<file path="src/rtl/kvct_pkg.sv">
// types, character codes and sizes shared by the key/value tokenizer
`default_nettype none

package kvct_pkg;

	localparam int MAX_TOKEN_LEN = 1024;
	localparam int LEN_W         = $clog2(MAX_TOKEN_LEN + 2);

	localparam int Q_DEPTH = 4;
	localparam int Q_AW    = $clog2(Q_DEPTH);
	localparam int Q_CW    = $clog2(Q_DEPTH + 1);

	localparam logic [7:0] CH_HASH = 8'h23;
	localparam logic [7:0] CH_EQ   = 8'h3D;
	localparam logic [7:0] CH_SEMI = 8'h3B;
	localparam logic [7:0] CH_DQ   = 8'h22;
	localparam logic [7:0] CH_SQ   = 8'h27;
	localparam logic [7:0] CH_LF   = 8'h0A;
	localparam logic [7:0] CH_CR   = 8'h0D;
	localparam logic [7:0] CH_SP   = 8'h20;
	localparam logic [7:0] CH_TAB  = 8'h09;

	typedef enum logic [1:0] {
		ST_BLANK,
		ST_COMMENT,
		ST_WORD,
		ST_STRING
	} lex_state_t;

	typedef enum logic [1:0] {
		K_WORD,
		K_STRING,
		K_EQUAL,
		K_SEMI
	} kind_t;

	typedef enum logic [1:0] {
		GP_KEY,
		GP_EQUAL,
		GP_VALUE,
		GP_SEMI
	} gpos_t;

	typedef struct packed {
		kind_t      token_kind;
		logic [7:0] content_byte;
		logic       byte_valid;
		logic       token_end;
		logic       too_long;
		logic       statement_done;
		logic       syntax_error;
		logic       last;
	} res_t;

	typedef struct packed {
		gpos_t pos;
		logic  done;
		logic  err;
	} gram_t;

	typedef struct packed {
		logic             emit;
		res_t             res;
		lex_state_t       state;
		logic             quote;
		logic [LEN_W-1:0] len;
		gpos_t            pos;
		logic             err;
	} blank_t;

endpackage

`default_nettype wire

</file>
<file path="src/rtl/key_value_config_tokenizer_core.sv">
// top level: byte-stream lexer for key/value text with grammar checker and result queue
//
// Takes one text byte per beat and can accept a beat on every cycle. A byte goes
// into an input register, is lexed and checked combinationally, and its zero, one or
// two result beats land in a four-slot result queue; the head of the queue is offered
// at the output. A byte that closes a word with '=' or ';',
// or an end-of-input beat that closes an open token, makes two result beats. The
// input side stalls only while the queue has fewer than two free slots, so with
// the output always ready a byte is taken every cycle while each byte makes at
// most one beat, while two-beat bytes can make the input stall. Tokens longer
// than MAX_TOKEN_LEN bytes drop the extra bytes and flag too_long on the closing
// beat. The syntax error flag is sticky until an end-of-input beat reports it.
`default_nettype none

module key_value_config_tokenizer_core
	import kvct_pkg::*;
(
	input  wire logic        clk,
	input  wire logic        arst_n,
	input  wire logic        s_axis_tvalid,
	output      logic        s_axis_tready,
	input  wire logic [7:0]  s_axis_tdata,  // [7:0] in_byte
	input  wire logic [0:0]  s_axis_tuser,  // [0] end_of_input
	output      logic        m_axis_tvalid,
	input  wire logic        m_axis_tready,
	output      logic [15:0] m_axis_tdata,  // [7:0] content_byte, [8] byte_valid,
	                                        // [9] token_end, [10] too_long,
	                                        // [11] statement_done, [12] syntax_error
	output      logic [1:0]  m_axis_tuser,  // [1:0] token_kind
	output      logic        m_axis_tlast
);

	logic             valid_s1;
	logic [7:0]       byte_s1;
	logic             eoi_s1;

	lex_state_t       lex_q, lex_d;
	logic             quote_q, quote_d;
	logic [LEN_W-1:0] len_q, len_d;
	gpos_t            gpos_q, gpos_d;
	logic             err_q, err_d;

	res_t             queue_q [Q_DEPTH];
	logic [Q_AW-1:0]  wptr_q, rptr_q;
	logic [Q_CW-1:0]  count_q;

	res_t             r0, r1, rep, head;
	logic [1:0]       n;
	gram_t            ga;
	blank_t           bo;
	logic             end_err;
	logic             fire, pop, s_acc;

	function automatic gram_t gram(input gpos_t pos, input kind_t kind, input logic err);
		gram_t g;
		logic  ok;
		unique case (pos)
			GP_KEY:   ok = (kind == K_WORD);
			GP_EQUAL: ok = (kind == K_EQUAL);
			GP_VALUE: ok = (kind == K_WORD) || (kind == K_STRING);
			GP_SEMI:  ok = (kind == K_SEMI);
			default:  ok = 1'b0;
		endcase
		if (ok) begin
			g.pos  = gpos_t'(pos + 2'd1);
			g.done = (pos == GP_SEMI);
			g.err  = err;
		end else begin
			g.pos  = (kind == K_SEMI) ? GP_KEY : pos;
			g.done = 1'b0;
			g.err  = 1'b1;
		end
		return g;
	endfunction

	function automatic logic is_space(input logic [7:0] ch);
		return (ch == CH_SP) || (ch == CH_TAB) || (ch == CH_CR) || (ch == CH_LF);
	endfunction

	function automatic res_t close_res(input kind_t kind, input logic [LEN_W-1:0] len,
			input gram_t g);
		res_t r;
		r                = '0;
		r.token_kind     = kind;
		r.token_end      = 1'b1;
		r.too_long       = (len > LEN_W'(MAX_TOKEN_LEN));
		r.statement_done = g.done;
		r.syntax_error   = g.err;
		return r;
	endfunction

	function automatic blank_t blank_fn(input logic [7:0] ch, input gpos_t pos,
			input logic err, input logic quote);
		blank_t b;
		gram_t  g;
		kind_t  kind;
		b       = '0;
		b.state = ST_BLANK;
		b.quote = quote;
		b.pos   = pos;
		b.err   = err;
		kind    = (ch == CH_EQ) ? K_EQUAL : K_SEMI;
		g       = gram(pos, kind, err);
		if (ch == CH_HASH) begin
			b.state = ST_COMMENT;
		end else if (is_space(ch)) begin
			b.state = ST_BLANK;
		end else if ((ch == CH_EQ) || (ch == CH_SEMI)) begin
			b.emit                 = 1'b1;
			b.res.token_kind       = kind;
			b.res.content_byte     = ch;
			b.res.byte_valid       = 1'b1;
			b.res.token_end        = 1'b1;
			b.res.statement_done   = g.done;
			b.res.syntax_error     = g.err;
			b.pos                  = g.pos;
			b.err                  = g.err;
		end else if ((ch == CH_DQ) || (ch == CH_SQ)) begin
			b.state = ST_STRING;
			b.quote = (ch == CH_SQ);
		end else begin
			b.state              = ST_WORD;
			b.len                = LEN_W'(1);
			b.emit               = 1'b1;
			b.res.token_kind     = K_WORD;
			b.res.content_byte   = ch;
			b.res.byte_valid     = 1'b1;
			b.res.syntax_error   = err;
		end
		return b;
	endfunction

	// handshake
	assign fire          = valid_s1 && (count_q <= Q_CW'(Q_DEPTH - 2));
	assign s_axis_tready = !valid_s1 || fire;
	assign s_acc         = s_axis_tvalid && s_axis_tready;
	assign pop           = m_axis_tvalid && m_axis_tready;

	always_ff @(posedge clk or negedge arst_n) begin
		if (!arst_n) begin
			valid_s1 <= 1'b0;
		end else if (s_acc) begin
			valid_s1 <= 1'b1;
		end else if (fire) begin
			valid_s1 <= 1'b0;
		end
	end

	always_ff @(posedge clk) begin
		if (s_acc) begin
			byte_s1 <= s_axis_tdata;
			eoi_s1  <= s_axis_tuser[0];
		end
	end

	// lexer and grammar step
	always_comb begin
		r0      = '0;
		r1      = '0;
		rep     = '0;
		n       = 2'd0;
		ga      = '0;
		bo      = '0;
		end_err = err_q;
		lex_d   = lex_q;
		quote_d = quote_q;
		len_d   = len_q;
		gpos_d  = gpos_q;
		err_d   = err_q;
		if (eoi_s1) begin
			ga = gram(gpos_q, (lex_q == ST_STRING) ? K_STRING : K_WORD,
				err_q | (lex_q == ST_STRING));
			if ((lex_q == ST_WORD) || (lex_q == ST_STRING)) begin
				r0      = close_res((lex_q == ST_STRING) ? K_STRING : K_WORD, len_q, ga);
				n       = 2'd1;
				end_err = ga.err | (ga.pos != GP_KEY);
			end else begin
				end_err = err_q | (gpos_q != GP_KEY);
			end
			rep.syntax_error = end_err;
			if (n == 2'd1) begin
				r1 = rep;
			end else begin
				r0 = rep;
			end
			n       = n + 2'd1;
			lex_d   = ST_BLANK;
			quote_d = 1'b0;
			len_d   = '0;
			gpos_d  = GP_KEY;
			err_d   = 1'b0;
		end else begin
			unique case (lex_q)
				ST_BLANK: begin
					bo      = blank_fn(byte_s1, gpos_q, err_q, quote_q);
					r0      = bo.res;
					n       = {1'b0, bo.emit};
					lex_d   = bo.state;
					quote_d = bo.quote;
					len_d   = bo.len;
					gpos_d  = bo.pos;
					err_d   = bo.err;
				end
				ST_COMMENT: begin
					if (byte_s1 == CH_LF) begin
						lex_d = ST_BLANK;
					end
				end
				ST_WORD: begin
					if (is_space(byte_s1) || (byte_s1 == CH_EQ) || (byte_s1 == CH_SEMI)) begin
						ga      = gram(gpos_q, K_WORD, err_q);
						r0      = close_res(K_WORD, len_q, ga);
						bo      = blank_fn(byte_s1, ga.pos, ga.err, quote_q);
						r1      = bo.res;
						n       = bo.emit ? 2'd2 : 2'd1;
						lex_d   = ST_BLANK;
						len_d   = '0;
						gpos_d  = bo.pos;
						err_d   = bo.err;
					end else if (len_q < LEN_W'(MAX_TOKEN_LEN)) begin
						r0.token_kind   = K_WORD;
						r0.content_byte = byte_s1;
						r0.byte_valid   = 1'b1;
						r0.syntax_error = err_q;
						n               = 2'd1;
						len_d           = len_q + LEN_W'(1);
					end else begin
						len_d = LEN_W'(MAX_TOKEN_LEN + 1);
					end
				end
				ST_STRING: begin
					if ((!quote_q && (byte_s1 == CH_DQ)) || (quote_q && (byte_s1 == CH_SQ))) begin
						ga     = gram(gpos_q, K_STRING, err_q);
						r0     = close_res(K_STRING, len_q, ga);
						n      = 2'd1;
						lex_d  = ST_BLANK;
						len_d  = '0;
						gpos_d = ga.pos;
						err_d  = ga.err;
					end else if (len_q < LEN_W'(MAX_TOKEN_LEN)) begin
						r0.token_kind   = K_STRING;
						r0.content_byte = byte_s1;
						r0.byte_valid   = 1'b1;
						r0.syntax_error = err_q;
						n               = 2'd1;
						len_d           = len_q + LEN_W'(1);
					end else begin
						len_d = LEN_W'(MAX_TOKEN_LEN + 1);
					end
				end
				default: begin
					lex_d = ST_BLANK;
				end
			endcase
		end
		r0.last = (n == 2'd1);
		r1.last = 1'b1;
	end

	always_ff @(posedge clk or negedge arst_n) begin
		if (!arst_n) begin
			lex_q   <= ST_BLANK;
			quote_q <= 1'b0;
			len_q   <= '0;
			gpos_q  <= GP_KEY;
			err_q   <= 1'b0;
		end else if (fire) begin
			lex_q   <= lex_d;
			quote_q <= quote_d;
			len_q   <= len_d;
			gpos_q  <= gpos_d;
			err_q   <= err_d;
		end
	end

	// result queue
	always_ff @(posedge clk) begin
		if (fire && (n != 2'd0)) begin
			queue_q[wptr_q] <= r0;
		end
		if (fire && (n == 2'd2)) begin
			queue_q[wptr_q + Q_AW'(1)] <= r1;
		end
	end

	always_ff @(posedge clk or negedge arst_n) begin
		if (!arst_n) begin
			wptr_q  <= '0;
			rptr_q  <= '0;
			count_q <= '0;
		end else begin
			if (fire) begin
				wptr_q <= wptr_q + Q_AW'(n);
			end
			if (pop) begin
				rptr_q <= rptr_q + Q_AW'(1);
			end
			count_q <= count_q + (fire ? Q_CW'(n) : '0) - Q_CW'(pop);
		end
	end

	assign head          = queue_q[rptr_q];
	assign m_axis_tvalid = (count_q != '0);
	assign m_axis_tuser  = head.token_kind;
	assign m_axis_tlast  = head.last;
	assign m_axis_tdata  = {3'b000, head.syntax_error, head.statement_done, head.too_long,
		head.token_end, head.byte_valid, head.content_byte};

	a_queue_bound: assert property (@(posedge clk) disable iff (!arst_n)
		count_q <= Q_CW'(Q_DEPTH))
		else $error("result queue overflow");

	a_len_bound: assert property (@(posedge clk) disable iff (!arst_n)
		len_q <= LEN_W'(MAX_TOKEN_LEN + 1))
		else $error("token length past saturation");

	a_blank_len: assert property (@(posedge clk) disable iff (!arst_n)
		((lex_q == ST_BLANK) || (lex_q == ST_COMMENT)) |-> (len_q == '0))
		else $error("length not cleared outside a token");

	a_eoi_reset: assert property (@(posedge clk) disable iff (!arst_n)
		(fire && eoi_s1) |=> ((lex_q == ST_BLANK) && (gpos_q == GP_KEY) && !err_q))
		else $error("end of input did not restore state");

	a_err_sticky: assert property (@(posedge clk) disable iff (!arst_n)
		(err_q && !(fire && eoi_s1)) |=> err_q)
		else $error("syntax error cleared without end of input");

endmodule

`default_nettype wire
</file>
<file path="config.mk">
export PLATFORM = sky130hd
export DESIGN_NAME = key_value_config_tokenizer_core
export DESIGN_NICKNAME = d
export VERILOG_FILES = /design/src/rtl/kvct_pkg.sv /design/src/rtl/key_value_config_tokenizer_core.sv
export SDC_FILE = /design/constraint.sdc
export NUM_CORES = 1
export LEC_CHECK = 0
export ABC_AREA = 1
export BUFFER_PORTS_ARGS = -buffer_cell sky130_fd_sc_hd__buf_2
export CAP_MARGIN = 25
export CORE_MARGIN = 10
export CORE_UTILIZATION = 37
export CTS_BUF_LIST = sky130_fd_sc_hd__clkbuf_2
export DETAILED_ROUTE_END_ITERATION = 10
export GPL_TIMING_DRIVEN = 0
export PLACE_DENSITY_LB_ADDON = 0.1
export SYNTH_ARGS = -nofsm -noshare
export SYNTH_HDL_FRONTEND = slang
export SYNTH_SLANG_ARGS = --single-unit
export TNS_END_PERCENT = 10
</file>
<file path="constraint.sdc">
create_clock -name clk -period 4.7 [get_ports clk]
set_clock_uncertainty 0.15 [all_clocks]
set_input_delay 0 -clock clk [delete_from_list [all_inputs] [get_ports clk]]
set_output_delay 0 -clock clk [all_outputs]
set_load 0.05 [all_outputs]
</file>
==> reports/summary.txt <==
crit path time final = 3270 ps
dpl hpwl = 11,400 µm
Yosys warnings = 0
Mapped Area = 5590 µm²
CP max stage delay = 500 ps
Place WS = 1460 ps
Diodes inserted = 0
number of flops mapped to enable cells by yosys = 65
I/O pin count = 34
area leader, netlist = edfxtp_1
via count = 4,682
TNS Setup = 0 ps
slowest stage cell, crit path = edfxtp_1
outcome = complete, no violations
Fmax = 306 MHz
DRC violations left = 0
WP data arrival = 3670 ps
Main synth FF type = edfxtp_1
CTS Buf Count = 9
number of global-route vias before repair = 4,661
post_cts resized = 0
final wirelength = 15,700 µm
Yosys reg bits = 98
CTS Buffer Depth = 2
post-synthesis async set-or-reset flop share = 25.5%
initial antenna violation count = 0
cell count after synthesis = 641
count leader, synth = nand2_1
Mapped Avg Cell Area = 8.72 µm²
clk slew on worst S/H paths = 310 ps
ranking of synthesized cells by area = edfxtp_1 (35%), dfrtp_1 (11%), nand2_1 (7.3%)
layout cells sized above 1 = 13.6%
synth unique cells = 44
critical path capture point type = flip-flop
max-slew violation count = 0
Pre-antenna DRT Iters = 5
Lkg Pwr = 2.57 nW
via/cell ratio = 5.22
std cell rows = 44
post-route ant nets = 0
max cap viols = 0
largest net degree at the start of global routing = 26
Commonest cells post-synth = nand2_1 (109), nor2_1 (76), inv_1 (69)
clock sink count = 98
Final nets = 737
worst path cell trace = inv_2 -> nand2_1 -> nor2_1 -> nand2_1 -> nand2_2 -> nor2_2 -> nor2_2 -> a21oi_4 -> a21oi_2 -> nand2_1 -> ha_1 -> inv_1 -> ha_1 -> fa_1 -> xnor2_1
Final setup viols = 0
Post CTS Setup Buffer Count = 0
relative slew slack = 50.2%
total core area = 14,600 µm²
Least-Margin Pin Slew = 745 ps
CTS tree = yes
Port Buf Inserts = 30
placer congestion estimate = 0.871
Yosys top cell area share = 34.9%
worst vdd ir = 0.206 mV
Initial Util = 38.2%
Seq/Total Area, Yosys = 49.0%
Die Width = 143 µm
area added between synthesis and finish = 13.2%
cts hold-fix bufs = 24
clock root buffer master = clkbuf_2
hold crit path type = input port to async pin
Worst Reg-to-Reg Cells = 15
clk_lat worst skew = 640 ps
worst setup margin = 1430 ps
Die ar. = 20,400 µm²
DRT iter0 DRCs = 259
all-layer global routing usage = 15.7%
GRT overflow = 0
WS Path Type = flip-flop to flip-flop
routed len/inst = 17.5 µm
CP max FO = 6
Overall Power = 3.71 mW
Required @ worst endpoint = 5100 ps
H-tree Lvls = 3
most used cell, CP = nand2_1
RSZ-0062 raised after global routing = false
pwr/cell area = 586 nW/µm²
Tcrit/Tclk final = 69.6%
Hold Fails Final Rpt = 0
Die Ht = 143 µm
startpoint types = flip-flop
global-route wire length before repair = 25,000 µm
## power breakdown
| part | leakage, nW | switching (mW) | total [mW] | internal (mW) |
|---|---|---|---|---|
| clock network | 0.0506 | 0.306 | 0.377 | 0.0709 |
| logic | 1.54 | 1.51 | 2.02 | 0.510 |
| registers | 0.972 | 0.121 | 1.31 | 1.19 |
## metrics by stage
stage	instances	hold slack [ps]	instance area, µm²	utilization [%]
after floorplan	643	-446	5600	-
after global placement	857	-86.8	5980	40.8
after detailed placement	858	-79.6	5980	40.9
after CTS	897	146	6320	43.2
after global routing	897	166	6320	43.2
final	897	170	6320	43.2
## worst max-delay path, delay by kind of cell (launching register included)
family	cells	cell delay, ps
and+or+nand+nor	7	990
adders and majority gates	3	850
DFF	1	500
AOI/OAI and AO/OA	2	340
buffers and inverters	2	200
xor gates and xnor gates	1	160
## metal layers
| layer | track usage, % | share of wire (%) |
|---|---|---|
| met5 | 0 | 0 |
| met1 | 19.8 | 45 |
| met2 | 26.8 | 49 |
| met3 | 2.85 | 4.2 |
| met4 | 4.89 | 1.4 |
## placed cells by master, fill, tap and decap left out, types with 10 or more instances in the layout
cell type,count
nand2_1,109
nor2_1,76
inv_1,69
o21ai_0,65
edfxtp_1,65
a21oi_1,41
nand3_1,31
buf_2,30
dfrtp_1,25
o22ai_1,24
dlygate4sd3_1,23
ha_1,14
nor3_1,13
nand2_2,12
clkbuf_2,10
## sequential cells by signal (all words and copies together), names as in the netlist
| name | flops |
|---|---|
| rptr_q | 2 |
| gpos_q | 2 |
| count_q | 3 |
| lex_q | 2 |
| eoi_s1 | 1 |
| valid_s1 | 1 |
| quote_q | 1 |
| wptr_q | 2 |
| queue_q | 64 |
| byte_s1 | 8 |
| len_q | 11 |
| err_q | 1 |
## kinds of logic after synthesis
group / share of synthesized area [%]
adders and majority gates: 3.49
DFF: 49.0
buffers and inverters: 6.65
AOI/OAI and AO/OA: 14.9
and+or+nand+nor: 24.6
other: 0.0671
xor gates and xnor gates: 1.25
## cell type report
class                           count  area [µm²]
Timing Repair Buffer               55         408
Buffer                             15        82.6
Sequential cell                    98        2740
Multi-Input combinational cell    453        2490
Inverter                           77         289
Clock inverter                      5        40.0
Fill cell                        1507        8320
Tap cell                          184         230
Clock buffer                       10        50.0
## worst paths after layout
kind                                              end                        from  slack, ps
max                              count_q[2]$_DFF_PN0_        byte_s1[2]$_DFFE_PP_       1430
min                             gpos_q[1]$_DFFE_PN0P_                      arst_n        170
max reg2reg                      count_q[2]$_DFF_PN0_        byte_s1[2]$_DFFE_PP_       1430
min reg2reg                queue_q[0][0]$_SDFFE_PP1P_  queue_q[0][0]$_SDFFE_PP1P_        340
max in group asynchronous        len_q[9]$_DFFE_PN0P_                      arst_n       4000
min in group clk                rptr_q[0]$_DFFE_PN0P_               m_axis_tready        230
Note: power is estimated with default switching activity, not from simulation.
